File: config.mk
export PLATFORM = sky130hd
export DESIGN_NAME = sample_compare_running_average
export DESIGN_NICKNAME = d
export VERILOG_FILES = /design/src/rtl/scra_pkg.sv /design/src/rtl/scra_div.sv /design/src/rtl/sample_compare_running_average.sv
export SDC_FILE = /design/constraint.sdc
export NUM_CORES = 1
export LEC_CHECK = 0
export ABC_AREA = 1
export ABC_CLOCK_PERIOD_IN_PS = 2550
export BUFFER_PORTS_ARGS = -buffer_cell sky130_fd_sc_hd__buf_2
export CAP_MARGIN = 40
export CORE_ASPECT_RATIO = 0.7
export CORE_UTILIZATION = 62
export DETAILED_ROUTE_END_ITERATION = 16
export GPL_TIMING_DRIVEN = 0
export HOLD_SLACK_MARGIN = 0.03
export PLACE_DENSITY_LB_ADDON = 0.2
export SLEW_MARGIN = 30
export SYNTH_ARGS = -nofsm -noshare
export SYNTH_HDL_FRONTEND = slang
export SYNTH_SLANG_ARGS = --single-unit
File: constraint.sdc
create_clock -name clk -period 2.55 [get_ports clk]
set_input_delay 0.1275 -clock clk [delete_from_list [all_inputs] [get_ports clk]]
set_output_delay 0.1275 -clock clk [all_outputs]
set_load 0.05 [all_outputs]
File: src/rtl/scra_pkg.sv
// Package for the sample compare running average block.
// Holds the data width, divider counter width and relation codes.
// No dependencies.
package scra_pkg;

    localparam int unsigned DATA_W = 32;
    localparam int unsigned CNT_W  = $clog2(DATA_W);

    localparam logic [DATA_W-1:0] ALL_ONES = {DATA_W{1'b1}};

    typedef enum logic [1:0] {
        REL_GREATER = 2'd0,
        REL_EQUAL   = 2'd1,
        REL_LESS    = 2'd2,
        REL_FIRST   = 2'd3
    } rel_t;

endpackage

File: src/rtl/scra_div.sv
// Radix-2 restoring divider, one quotient bit per cycle through one shared subtractor.
// Depends on scra_pkg for DATA_W and CNT_W.
module scra_div
    import scra_pkg::*;
(
    input  logic              clk,
    input  logic              rst_n,
    input  logic              start,
    input  logic [DATA_W-1:0] dividend,
    input  logic [DATA_W-1:0] divisor,
    output logic              busy,
    output logic              done,
    output logic [DATA_W-1:0] quotient
);

    logic              busy_reg;
    logic              busy_next;
    logic              done_reg;
    logic              done_next;
    logic [CNT_W-1:0]  step_reg;
    logic [CNT_W-1:0]  step_next;
    logic [DATA_W-1:0] rem_reg;
    logic [DATA_W-1:0] rem_next;
    logic [DATA_W-1:0] quo_reg;
    logic [DATA_W-1:0] quo_next;
    logic [DATA_W-1:0] dvsr_reg;
    logic [DATA_W-1:0] dvsr_next;
    logic [DATA_W:0]   rem_shift;
    logic [DATA_W:0]   diff;

    assign rem_shift = {rem_reg, quo_reg[DATA_W-1]};
    assign diff      = rem_shift - {1'b0, dvsr_reg};

    always_comb
    begin
        busy_next = busy_reg;
        done_next = 1'b0;
        step_next = step_reg;
        rem_next  = rem_reg;
        quo_next  = quo_reg;
        dvsr_next = dvsr_reg;
        if (start)
        begin
            busy_next = 1'b1;
            step_next = '0;
            rem_next  = '0;
            quo_next  = dividend;
            dvsr_next = divisor;
        end
        else if (busy_reg)
        begin
            // restore when the trial subtract borrows
            if (!diff[DATA_W])
            begin
                rem_next = diff[DATA_W-1:0];
                quo_next = {quo_reg[DATA_W-2:0], 1'b1};
            end
            else
            begin
                rem_next = rem_shift[DATA_W-1:0];
                quo_next = {quo_reg[DATA_W-2:0], 1'b0};
            end
            step_next = step_reg + 1'b1;
            if (step_reg == CNT_W'(DATA_W - 1))
            begin
                busy_next = 1'b0;
                done_next = 1'b1;
            end
        end
    end

    always_ff @(posedge clk or negedge rst_n)
    begin
        if (!rst_n)
        begin
            busy_reg <= 1'b0;
            done_reg <= 1'b0;
            step_reg <= '0;
            rem_reg  <= '0;
            quo_reg  <= '0;
            dvsr_reg <= '0;
        end
        else
        begin
            busy_reg <= busy_next;
            done_reg <= done_next;
            step_reg <= step_next;
            rem_reg  <= rem_next;
            quo_reg  <= quo_next;
            dvsr_reg <= dvsr_next;
        end
    end

    assign busy     = busy_reg;
    assign done     = done_reg;
    assign quotient = quo_reg;

`ifndef SYNTHESIS
    a_done_not_busy: assert property (@(posedge clk) disable iff (!rst_n)
        done_reg |-> !busy_reg)
        else $error("divider done while still busy");

    a_start_busy: assert property (@(posedge clk) disable iff (!rst_n)
        start |=> busy_reg)
        else $error("divider not busy after start");

    a_done_after_busy: assert property (@(posedge clk) disable iff (!rst_n)
        done_reg |-> $past(busy_reg))
        else $error("divider done without prior iteration");
`endif

endmodule

File: src/rtl/sample_compare_running_average.sv
// Sample compare running average: top level with sequencer, state and output register.
// Depends on scra_pkg and scra_div.
//
// Usage:
//   Input channel: in_valid / in_stall with one 32-bit sample per transaction;
//   only the low SAMPLE_WIDTH bits are used.
//   Output channel: out_valid / out_stall carrying relation, average,
//   sample_count and sum_saturated, one transaction per input transaction.
//   The first sample after reset reports relation 3 and seeds the sum and a
//   count of one; later samples report greater (0), equal (1) or less (2)
//   against the previous sample.
//   The radix-2 divider produces one quotient bit per cycle on its shared
//   subtractor, and the finished quotient is registered into the output register.
//   A new sample waits until the divide of the previous one is done; in_stall
//   is high while a divide is in flight.
//   A new sample is accepted while the previous result still waits in the
//   output register; if the receiver stalls, the finished quotient is held
//   and in_stall stays high until the output register frees up.
//   Reset clears the sequencer, the output valid and the seeded flag, so the
//   next sample is treated as the first.
module sample_compare_running_average
    import scra_pkg::*;
#(
    parameter int unsigned SAMPLE_WIDTH = 32
)
(
    input  logic              clk,
    input  logic              rst_n,
    input  logic              in_valid,
    output logic              in_stall,
    input  logic [DATA_W-1:0] sample,
    output logic              out_valid,
    input  logic              out_stall,
    output logic [1:0]        relation,
    output logic [DATA_W-1:0] average,
    output logic [DATA_W-1:0] sample_count,
    output logic              sum_saturated
);

    localparam logic [DATA_W:0] MASK_WIDE =
        ((DATA_W + 1)'(1) << SAMPLE_WIDTH) - (DATA_W + 1)'(1);
    localparam logic [DATA_W-1:0] SAMPLE_MASK = MASK_WIDE[DATA_W-1:0];

    typedef enum logic [1:0] {
        ST_IDLE,
        ST_DIV,
        ST_HOLD
    } state_t;

    state_t            state_reg;
    state_t            state_next;
    logic              seeded_reg;
    logic              seeded_next;
    logic [DATA_W-1:0] prev_reg;
    logic [DATA_W-1:0] prev_next;
    logic [DATA_W-1:0] sum_reg;
    logic [DATA_W-1:0] sum_next;
    logic [DATA_W-1:0] count_reg;
    logic [DATA_W-1:0] count_next;
    rel_t              rel_reg;
    rel_t              rel_next;
    logic              out_valid_reg;
    logic              out_valid_next;
    rel_t              out_rel_reg;
    rel_t              out_rel_next;
    logic [DATA_W-1:0] out_avg_reg;
    logic [DATA_W-1:0] out_avg_next;
    logic [DATA_W-1:0] out_count_reg;
    logic [DATA_W-1:0] out_count_next;
    logic              out_sat_reg;
    logic              out_sat_next;

    logic              in_accept;
    logic              out_free;
    logic              result_ready;
    logic              out_load;
    logic [DATA_W-1:0] s_masked;
    logic [DATA_W:0]   sum_wide;
    logic              div_busy;
    logic              div_done;
    logic [DATA_W-1:0] div_quotient;

    assign s_masked     = sample & SAMPLE_MASK;
    assign sum_wide     = {1'b0, sum_reg} + {1'b0, s_masked};
    assign in_stall     = (state_reg != ST_IDLE);
    assign in_accept    = in_valid && !in_stall;
    assign out_free     = !out_valid_reg || !out_stall;
    assign result_ready = (state_reg == ST_DIV && div_done) || (state_reg == ST_HOLD);
    assign out_load     = result_ready && out_free;

    always_comb
    begin
        seeded_next = seeded_reg;
        prev_next   = prev_reg;
        sum_next    = sum_reg;
        count_next  = count_reg;
        rel_next    = rel_reg;
        if (in_accept)
        begin
            seeded_next = 1'b1;
            prev_next   = s_masked;
            if (!seeded_reg)
            begin
                rel_next   = REL_FIRST;
                sum_next   = s_masked;
                count_next = DATA_W'(1);
            end
            else
            begin
                if (s_masked > prev_reg)
                    rel_next = REL_GREATER;
                else if (s_masked == prev_reg)
                    rel_next = REL_EQUAL;
                else
                    rel_next = REL_LESS;
                if (count_reg != ALL_ONES)
                    count_next = count_reg + 1'b1;
                // saturate on carry out
                if (sum_wide[DATA_W])
                    sum_next = ALL_ONES;
                else
                    sum_next = sum_wide[DATA_W-1:0];
            end
        end
    end

    always_comb
    begin
        state_next     = state_reg;
        out_valid_next = out_valid_reg;
        out_rel_next   = out_rel_reg;
        out_avg_next   = out_avg_reg;
        out_count_next = out_count_reg;
        out_sat_next   = out_sat_reg;
        if (out_valid_reg && !out_stall)
            out_valid_next = 1'b0;
        if (out_load)
        begin
            out_valid_next = 1'b1;
            out_rel_next   = rel_reg;
            out_avg_next   = div_quotient;
            out_count_next = count_reg;
            out_sat_next   = (sum_reg == ALL_ONES);
        end
        case (state_reg)
            ST_IDLE:
            begin
                if (in_accept)
                    state_next = ST_DIV;
            end
            ST_DIV:
            begin
                if (div_done)
                    state_next = out_free ? ST_IDLE : ST_HOLD;
            end
            ST_HOLD:
            begin
                if (out_free)
                    state_next = ST_IDLE;
            end
            default:
            begin
                state_next = ST_IDLE;
            end
        endcase
    end

    always_ff @(posedge clk or negedge rst_n)
    begin
        if (!rst_n)
        begin
            state_reg     <= ST_IDLE;
            seeded_reg    <= 1'b0;
            prev_reg      <= '0;
            sum_reg       <= '0;
            count_reg     <= '0;
            rel_reg       <= REL_FIRST;
            out_valid_reg <= 1'b0;
            out_rel_reg   <= REL_FIRST;
            out_avg_reg   <= '0;
            out_count_reg <= '0;
            out_sat_reg   <= 1'b0;
        end
        else
        begin
            state_reg     <= state_next;
            seeded_reg    <= seeded_next;
            prev_reg      <= prev_next;
            sum_reg       <= sum_next;
            count_reg     <= count_next;
            rel_reg       <= rel_next;
            out_valid_reg <= out_valid_next;
            out_rel_reg   <= out_rel_next;
            out_avg_reg   <= out_avg_next;
            out_count_reg <= out_count_next;
            out_sat_reg   <= out_sat_next;
        end
    end

    scra_div u_div (
        .clk      (clk),
        .rst_n    (rst_n),
        .start    (in_accept),
        .dividend (sum_next),
        .divisor  (count_next),
        .busy     (div_busy),
        .done     (div_done),
        .quotient (div_quotient)
    );

    assign out_valid     = out_valid_reg;
    assign relation      = out_rel_reg;
    assign average       = out_avg_reg;
    assign sample_count  = out_count_reg;
    assign sum_saturated = out_sat_reg;

`ifndef SYNTHESIS
    a_busy_stalls: assert property (@(posedge clk) disable iff (!rst_n)
        div_busy |-> in_stall)
        else $error("input accepted while divider busy");

    a_divisor_nonzero: assert property (@(posedge clk) disable iff (!rst_n)
        in_accept |-> count_next != '0)
        else $error("divide started with zero count");

    a_valid_from_seq: assert property (@(posedge clk) disable iff (!rst_n)
        $rose(out_valid_reg) |-> $past(state_reg != ST_IDLE))
        else $error("result presented without a divide");

    a_count_nonzero: assert property (@(posedge clk) disable iff (!rst_n)
        out_valid_reg |-> out_count_reg != '0)
        else $error("result with zero sample count");
`endif

endmodule

==> run_results.csv, run 1 <==
group,metric,value,unit
route,wl_per_cell,18.9,µm
sta,setup_viol,0,
global_route,grt_use_total,40.5,%
critical_path,crit_required,3.06,ns
power_and_ir_drop,p_leak,11.2,nW
floorplanning,die_w,204,µm
final_layout,stdcell_count,3145,
floorplanning,rows,51,
critical_path,worst-path-buf-inv,3,
final_layout,final_cell_mix,"nand2_1 (846), inv_1 (408), dfrtp_1 (268)",
sta,worstMarginPinSlew,0.765,ns
synthesis,synth_seq_area_share,38.6,%
global_route,grt_max_degree,93,
final_layout,area_growth,16.6,%
clock_network,clock_path_buffers,3,
sta,finalCritPeriodShare,98.9,%
final_layout,num_antenna_cells,0,
placement,dpl.hpwl,44400,µm
route,postRouteAntennaNets,0,
critical_path,worstPathArrival,3.04,ns
clock_network,cts_tree,"done",
placement,preCtsSetupSlack,-0.413,ns
route,drc,0,
flow_run,max_cap_violations,0,
final_layout,finish.utilization,73.9,%
global_route,grt_pass1_wl,90700,µm
sta,worst_slack,0.0284,ns
sta,max_slew_margin,49.0,%
clock_network,cts_buffers,27,
critical_path,crit_path_end_kind,"flop",
min_path,worstHoldPathType,"in2async",
synthesis,syn_avg_cell_area,6.88,µm²
critical_path,crit_top_cell,"nand2_1",
critical_path,crit_chain,"nor2_1 -> nand2_2 -> clkinv_1 -> buf_4 -> buf_2 -> nand4_1 -> nor2_2 -> nand2_1 -> nand2_1",
final_layout,drive_gt1_share,9.81,%
floorplanning,dieArea,29200,µm²
critical_path,ff2ff_setup_slack,0.03,ns
power_and_ir_drop,finalPower,33.5,mW
critical_path,path_class,"reg2reg",
placement,dpl.cell_count,3045,
synthesis,synth_top_area_cell,"dfrtp_1",
sta,skew,0.0142,ns
synthesis,synth_warnings,0,
global_route,grt-ovfl-total,0,
route,viasPerCell,5.77,
power_and_ir_drop,peakVddDrop,1.64,mV
final_layout,final.fill_count,2254,
synthesis,synth.area.top_cells,"dfrtp_1 (38%), nand2_1 (18%), inv_1 (8.7%)",
global_route,first_global_vias,16693,
floorplanning,coreArea,27900,µm²
synthesis,syn-num-nets,2704,
sta,timing.fmax,397,MHz
sta,hold_viol,0,
critical_path,cp.depth,9,
critical_path,worst_path_max_delay_cell,"dfrtp_1",
critical_path,start_kind,"flop",
global_route,antenna_found_initial,0,
synthesis,synth.distinct_cells,44,
clock_network,clk_pin_slew,0.07,ns
route,dr.pass1.iters,6,
status,outcome,"completed",
sta,min_period,2.52,ns
placement,place_congestion,0.997,
synthesis,synthCells,2567,
critical_path,path_delay_family,"simple AND/OR/NAND/NOR gates",
clock_network,clkSinkCount,272,
critical_path,critPathMaxStageDelay,0.42,ns
floorplanning,die_height,143,µm
floorplanning,ioPinCount,105,
route,routed_wl,59400,µm
clock_network,insertion_delay,0.57,ns
sta,fin_tns_setup,0,ns
placement,port_buffers,104,
critical_path,crit_fanout,10,
power_and_ir_drop,powerDensity,1620,nW/µm²
clock_network,htreeDepth,1,
route,drtIter0Drc,2282,
final_layout,layout_commonest_cell,"nand2_1",
synthesis,synth-seq-cells,272,
synthesis,synth_top_area_share,38.0,%
sta,slew_violations,0,
critical_path,r2r_cells,9,
route,via_count,18150,
clock_network,root_buffer,"clkbuf_16",
synthesis,synth_area,17700,µm²
floorplanning,start_util,63.3,%
final_layout,nets,2892,
==> power by group <==
part	switching [mW]	leakage [nW]	internal [mW]
clock network	1.83	0.453	2.51
logic	14.1	7.46	7.15
registers	1.43	3.26	6.46
==> worst paths after layout <==
| check | startpoint | end |
|---|---|---|
| min | rst_n | prev_reg[5]$_DFFE_PN0P_ |
| max in group asynchronous | rst_n | sum_reg[29]$_DFF_PN0_ |
| min reg2reg | sample_count[14]$_DFFE_PN0P_ | sample_count[14]$_DFFE_PN0P_ |
| max | state_reg[1]$_DFFE_PN0P_ | rel_reg[1]$_DFFE_PN1P_ |
| min in group clk | in_valid | rel_reg[0]$_DFFE_PN1P_ |
| max reg2reg | state_reg[1]$_DFFE_PN0P_ | rel_reg[1]$_DFFE_PN1P_ |
==> area by class of cell <==
type / count / area, µm² / share of cell area (%)
multi-input cells: 1797 / 9230 / 44.8
flip-flops and latches: 272 / 6810 / 33.1
inverters: 427 / 1600 / 7.78
repair buffers: 159 / 1170 / 5.69
clock buffers: 37 / 763 / 3.71
well taps: 371 / 464 / 2.25
plain buffers: 71 / 369 / 1.79
clock inverters: 11 / 181 / 0.881
==> repair_timing <==
item	in CTS	in global routing
hold buffers	34	0
gates cloned	0	4
endpoints found under the setup margin	125	162
endpoints found under the hold margin	234	0
setup buffers	3	11
pin swaps	4	19
resized for setup	21	59
==> metrics by stage <==
stage / hold WS [ns] / area [µm²]
floorplan: -0.168 / 17700
global placement: 0.403 / 18600
detailed placement: 0.0808 / 18700
CTS: 0.0815 / 20100
global route: 0.107 / 20600
finish: 0.0909 / 20600
==> layer usage <==
layer  share of wire [%]  up-vias  GRT usage (%)  routed length, µm
li1                    -     8434              -                  -
met1                  45     8505           62.3              26500
met2                  41     1091           57.6              24300
met3                  12      120           8.40               7320
met4                 2.3        0           9.30               1350
met5                   0        -              0                  0
==> logic make-up (layout without fill, tap and decap cells) <==
kind of cell    count (synthesis)  in the layout  synth area share, %
buf+inv                       498            705                 10.9
flops                         272            272                 38.6
compound gates                369            369                 11.1
simple gates                 1275           1275                 29.6
fa+ha+maj                     101            101                 7.24
xor+xnor                       52             52                 2.58
==> synth_stat cells (all sizes together) <==
cell      n
a21o      3
a21oi    93
a22o      1
a22oi     1
a31oi     1
and2     11
and3      3
buf      20
clkbuf   51
clkinv    2
dfrtp   268
dfstp     4
fa        2
ha       99
inv     425
nand2   868
nand3   136
nand3b    6
nand4    25
nor2    180
nor3     32
nor3b     1
nor4     11
o211ai   22
o21a      1
o21ai   234
o21bai   10
o31ai     3
or2       2
xnor2    11
xor2     41
Power figures use the tool's default switching activity.
==> run 2, diff against run 1 <==
--- a/config.mk
+++ b/config.mk
@@ -15,5 +15,5 @@
 export GPL_TIMING_DRIVEN = 0
 export HOLD_SLACK_MARGIN = 0.03
-export PLACE_DENSITY_LB_ADDON = 0.2
+export PLACE_DENSITY = 0.92
 export SLEW_MARGIN = 30
 export SYNTH_ARGS = -nofsm -noshare
==> constraint.sdc (replaced) <==
create_clock -name clk -period 2.55 [get_ports clk]
set_input_delay 0.255 -clock clk [delete_from_list [all_inputs] [get_ports clk]]
set_output_delay 0.255 -clock clk [all_outputs]
set_load 0.05 [all_outputs]
==> run 2 against run 1 <==
Net effect: worst hold slack worse by 0.052 ns; clock-buffer cell count is 1 higher; setup slack better by 0.0027 ns; maximum frequency rose by 0.11%; die area unchanged; critical path depth unchanged; combinational power is essentially flat; global-route usage is 0.28 points lower; sequential power about the same; critical endpoint unchanged; largest power group unchanged.
==> run_results.csv, run 2 (synthesis gave the netlist of run 1 again) <==
group,metric,value,unit
flow_run,max_cap_violations,0,
placement,port_buffers,104,
placement,place_congestion,1.00,
route,postRouteAntennaNets,0,
route,drtIter0Drc,2384,
placement,place_area,18700,µm²
final_layout,num_antenna_cells,0,
final_layout,layout_commonest_cell,"nand2_1",
power_and_ir_drop,finalPower,32.9,mW
sta,finalCritPeriodShare,98.8,%
clock_network,clock_path_buffers,3,
critical_path,worstPathArrival,3.05,ns
critical_path,crit_fanout,10,
floorplanning,ioPinCount,105,
status,outcome,"completed",
floorplanning,start_util,63.3,%
final_layout,post-route-cell-area,20400,µm²
clock_network,insertion_delay,0.58,ns
critical_path,crit_required,3.08,ns
route,via_count,18245,
sta,timing.fmax,397,MHz
critical_path,crit_path_end_kind,"flop",
sta,min_period,2.52,ns
route,viasPerCell,5.80,
sta,skew,0.00826,ns
critical_path,start_kind,"flop",
global_route,grt_use_total,40.2,%
power_and_ir_drop,powerDensity,1610,nW/µm²
final_layout,area_growth,15.8,%
sta,holdWs,0.0386,ns
route,routed_wl,59200,µm
clock_network,root_buffer,"clkbuf_16",
placement,dpl.hpwl,44900,µm
global_route,grt_pass1_wl,90100,µm
sta,slew_violations,0,
power_and_ir_drop,p_leak,11.1,nW
global_route,first_global_vias,16479,
floorplanning,die_w,204,µm
route,wl_met3,7650,µm
global_route,antenna_found_initial,0,
sta,setup_viol,0,
critical_path,path_class,"reg2reg",
route,wl_met1,26100,µm
clock_network,clk_pin_slew,0.07,ns
clock_network,cts_tree,"done",
floorplanning,rows,51,
floorplanning,coreArea,27900,µm²
power_and_ir_drop,peakVddDrop,1.35,mV
clock_network,htreeDepth,1,
route,drc,0,
sta,hold_viol,0,
final_layout,drive_gt1_share,10.1,%
final_layout,final_cell_mix,"nand2_1 (847), inv_1 (408), dfrtp_1 (268)",
final_layout,nets,2888,
floorplanning,die_height,143,µm
clock_network,clkSinkCount,272,
route,wl_per_cell,18.8,µm
sta,max_slew_margin,46.6,%
route,route.met2.wl,24100,µm
route,highest-signal-layer,"met4",
global_route,grt-ovfl-total,0,
min_path,worstHoldPathType,"in2reg",
sta,worstMarginPinSlew,0.801,ns
global_route,grt_max_degree,91,
route,dr.pass1.iters,6,
clock_network,cts_buffers,27,
floorplanning,dieArea,29200,µm²
-- run 2: changes by cell type in the layout (fill, tap and decap cells not counted), moves of 3 or more --
cell and delta:
nor2_2 +3, bufinv_16 -3, nand2_4 +3, nand2_8 -4, dlygate4sd3_1 -3, buf_6 +6, nor2_1 -3, o21ai_1 -5
clkbuf_16 -3, o21ai_2 +5
-- run 2: worst max-delay path: stages, from the launching register on --
cell,delay [ns]
dfrtp_1,0.42
nor2_1,0.25
nand2_2,0.23
clkinvlp_4,0.24
buf_4,0.26
buf_2,0.30
nand4_1,0.25
nor2_2,0.28
nand2_1,0.14
nand2_1,0.09
-- run 2: metal layers --
| layer | vias up | global-route usage (%) |
|---|---|---|
| met5 | - | 0 |
| met4 | 0 | 9.66 |
| met3 | 117 | 9.90 |
| met2 | 1123 | 56.8 |
| met1 | 8574 | 61.0 |
| li1 | 8431 | - |
-- run 2: what timing repair did --
item	in CTS	in global routing
endpoints found under the setup margin	125	147
setup buffers	5	10
pin swaps	5	16
hold endpoints to repair	87	0
gates resized for setup	24	56
hold buffers	31	0
gates cloned	1	1
-- run 2: final cells by class --
class / count / area [µm²]
Sequential cell: 272 / 6810
Clock buffer: 38 / 757
Tap cell: 371 / 464
Fill cell: 2229 / 7440
Buffer: 71 / 349
Multi-Input combinational cell: 1797 / 9230
Clock inverter: 12 / 121
Timing Repair Buffer: 155 / 1110
Inverter: 427 / 1610
-- run 2: worst paths after layout --
kind / startpoint / to / slack, ns / depth (start not counted)
max: state_reg[1]$_DFFE_PN0P_ / rel_reg[1]$_DFFE_PN1P_ / 0.03 / 9
min: sample[1] / prev_reg[1]$_DFFE_PN0P_ / 0.04 / 3
max reg2reg: state_reg[1]$_DFFE_PN0P_ / rel_reg[1]$_DFFE_PN1P_ / 0.03 / 9
min reg2reg: u_div.done$_DFF_PN0_ / state_reg[0]$_DFFE_PN0P_ / 0.46 / 1
max in group asynchronous: rst_n / count_reg[21]$_DFF_PN0_ / 1.29 / 4
min in group asynchronous: rst_n / prev_reg[25]$_DFFE_PN0P_ / 0.20 / 2
-- run 2: per-stage QoR --
| stage | TNS, ns | worst slack [ns] | utilization [%] | instances |
|---|---|---|---|---|
| global placement | -987.78 | -3.63 | 66.9 | 3042 |
| finish | 0 | 0.0311 | 73.3 | 3143 |
| CTS | 0 | 0.00216 | 72.0 | 3132 |
| detailed placement | -19.77 | -0.452 | 67.2 | 3045 |
| global route | -0.0771 | -0.0267 | 73.3 | 3143 |
| floorplan | 0 | 0.336 | - | 2567 |
-- run 2: power breakdown --
group / leakage (nW) / total [mW] / internal (mW) / switching (mW)
sequential: 3.26 / 7.91 / 6.46 / 1.45
combinational: 7.41 / 20.9 / 6.90 / 14.0
clock: 0.419 / 4.07 / 2.20 / 1.87
total: 11.1 / 32.9 / 15.6 / 17.3
==> run 3, diff against run 2 <==
- CORE_UTILIZATION: 62 -> 35
- PLACE_DENSITY: 0.92 -> 0.62
- REMOVE_ABC_BUFFERS: default -> 1
==> run 3 against run 2 <==
Net effect: register-to-register slack about the same; clock-buffer cell count decreased by 4; worst hold slack improved by 0.025 ns; cell count increased by 7.9%; clock power increased by 21%; wire length decreased by 6.3%; setup slack got worse by 0.0097 ns; critical endpoint is now sum_reg[27]$_DFF_PN0_; largest power group unchanged.
==> run_results.csv, run 3 (synthesis gave the netlist of run 1 again) <==
group,metric,value,unit
floorplanning,dieArea,51400,µm²
final_layout,layout.area.seq,6810,µm²
clock_network,clk_pin_slew,0.07,ns
floorplanning,die_height,190,µm
critical_path,path_class,"in2reg",
route,drtIter0Drc,1650,
clock_network,root_buffer,"clkbuf_16",
floorplanning,rows,68,
critical_path,crit_fanout,6,
final_layout,drive_gt1_share,12.0,%
route,drc,0,
clock_network,cts_tree,"done",
clock_network,cts_buffers,30,
route,via_count,16974,
flow_run,max_cap_violations,0,
sta,rsz0062_at_grt,"yes",
clock_network,clkSinkCount,272,
final_layout,multi_input_area,9520,µm²
global_route,first_global_vias,16202,
final_layout,num_antenna_cells,0,
power_and_ir_drop,peakVddDrop,0.574,mV
placement,preCtsSetupSlack,-0.780,ns
clock_network,htreeDepth,1,
placement,place_area,19000,µm²
sta,max_slew_margin,46.6,%
sta,worst_slack,0.0214,ns
clock_network,insertion_delay,0.61,ns
sta,min_period,2.53,ns
floorplanning,start_util,35.7,%
sta,worstMarginPinSlew,0.801,ns
route,routed_wl,55500,µm
global_route,grt_use_total,21.7,%
clock_network,clock_path_buffers,3,
sta,slew_violations,0,
min_path,worstHoldPathType,"in2reg",
critical_path,crit_required,3.02,ns
global_route,grt-ovfl-total,0,
sta,hold_viol,0,
route,wl_per_cell,16.4,µm
route,dr.pass1.iters,5,
global_route,grt_max_degree,96,
power_and_ir_drop,p_leak,11.2,nW
placement,dpl.hpwl,40400,µm
floorplanning,die_w,270,µm
sta,finalCritPeriodShare,99.2,%
sta,skew,0.0183,ns
final_layout,post-route-cell-area,21200,µm²
sta,setup_viol,0,
final_layout,nets,2842,
final_layout,area_growth,20.3,%
global_route,grt_pass1_wl,89300,µm
floorplanning,ioPinCount,105,
final_layout,final.fill_count,5092,
sta,timing.fmax,395,MHz
critical_path,crit_path_end_kind,"flop",
power_and_ir_drop,powerDensity,1580,nW/µm²
placement,place_congestion,0.961,
final_layout,layout_commonest_cell,"nand2_1",
floorplanning,coreArea,49500,µm²
critical_path,start_kind,"primary input",
critical_path,worstPathArrival,3.00,ns
placement,port_buffers,104,
global_route,antenna_found_initial,0,
route,viasPerCell,5.00,
final_layout,final_cell_mix,"nand2_1 (836), inv_1 (401), dfrtp_1 (266)",
route,postRouteAntennaNets,0,
sta,fin_tns_setup,0,ns
status,outcome,"completed",
[run 3: final timing paths]
check / end / slack, ns / depth (start not counted) / startpoint
worst min-delay path: seeded_reg$_DFFE_PN0P_ / 0.06 / 3 / in_valid
min in group asynchronous: average[25]$_DFFE_PN0P_ / 0.13 / 2 / rst_n
max in group asynchronous: rel_reg[0]$_DFFE_PN1P_ / 1.25 / 4 / rst_n
worst min register to register: relation[1]$_DFFE_PN1P_ / 0.46 / 2 / rel_reg[1]$_DFFE_PN1P_
worst max-delay path: sum_reg[27]$_DFF_PN0_ / 0.02 / 14 / sample[30]
worst max register to register: sum_reg[27]$_DFF_PN0_ / 0.03 / 12 / sum_reg[30]$_DFF_PN0_
[run 3: routing by layer]
| layer | global-route usage, % | routed length (µm) |
|---|---|---|
| met1 | 33.9 | 28400 |
| met2 | 30.7 | 22000 |
| met3 | 3.57 | 3930 |
| met4 | 4.85 | 1150 |
| met5 | 0 | 0 |
[run 3: worst max-delay path, stage by stage]
cell           delay, ns
dlygate4sd3_1       0.55
buf_2               0.16
ha_1                0.35
nand2_1             0.19
a21oi_1             0.06
nor2_1              0.15
nand2_1             0.16
a21oi_4             0.28
nand2_1             0.14
nor2_4              0.21
buf_6               0.18
nand3_1             0.11
nand2_1             0.13
o21ai_1             0.08
[run 3: stage by stage]
stage	cells	utilization, %	hold WS (ns)	total power [mW]
floorplan	2496	-	-0.0406	21.0
global placement	3265	37.7	0.457	25.8
detailed placement	3275	38.3	0.161	26.2
CTS	3383	42.0	0.130	32.5
global route	3392	42.9	0.0737	36.6
finish	3392	42.9	0.0636	33.6
[run 3: power breakdown]
group	switching, mW	internal (mW)	total (mW)
registers	1.38	6.46	7.84
logic	14.0	6.86	20.9
clock network	1.98	2.96	4.93
[run 3: repair_timing]
action,CTS,global route
setup endpoints to repair,144,111
hold buffers,34,0
cloned,6,0
hold endpoints to repair,224,0
gates resized for setup,46,80
pin swaps,13,14
setup buffers,14,9
[run 3: cell type report]
type | instances | share of cell area [%]
clock buffers | 34 | 3.75
clock inverters | 20 | 1.49
inverters | 427 | 7.61
multi-input cells | 1803 | 44.8
flip-flops and latches | 272 | 32.1
well taps | 665 | 3.92
repair buffers | 171 | 6.34
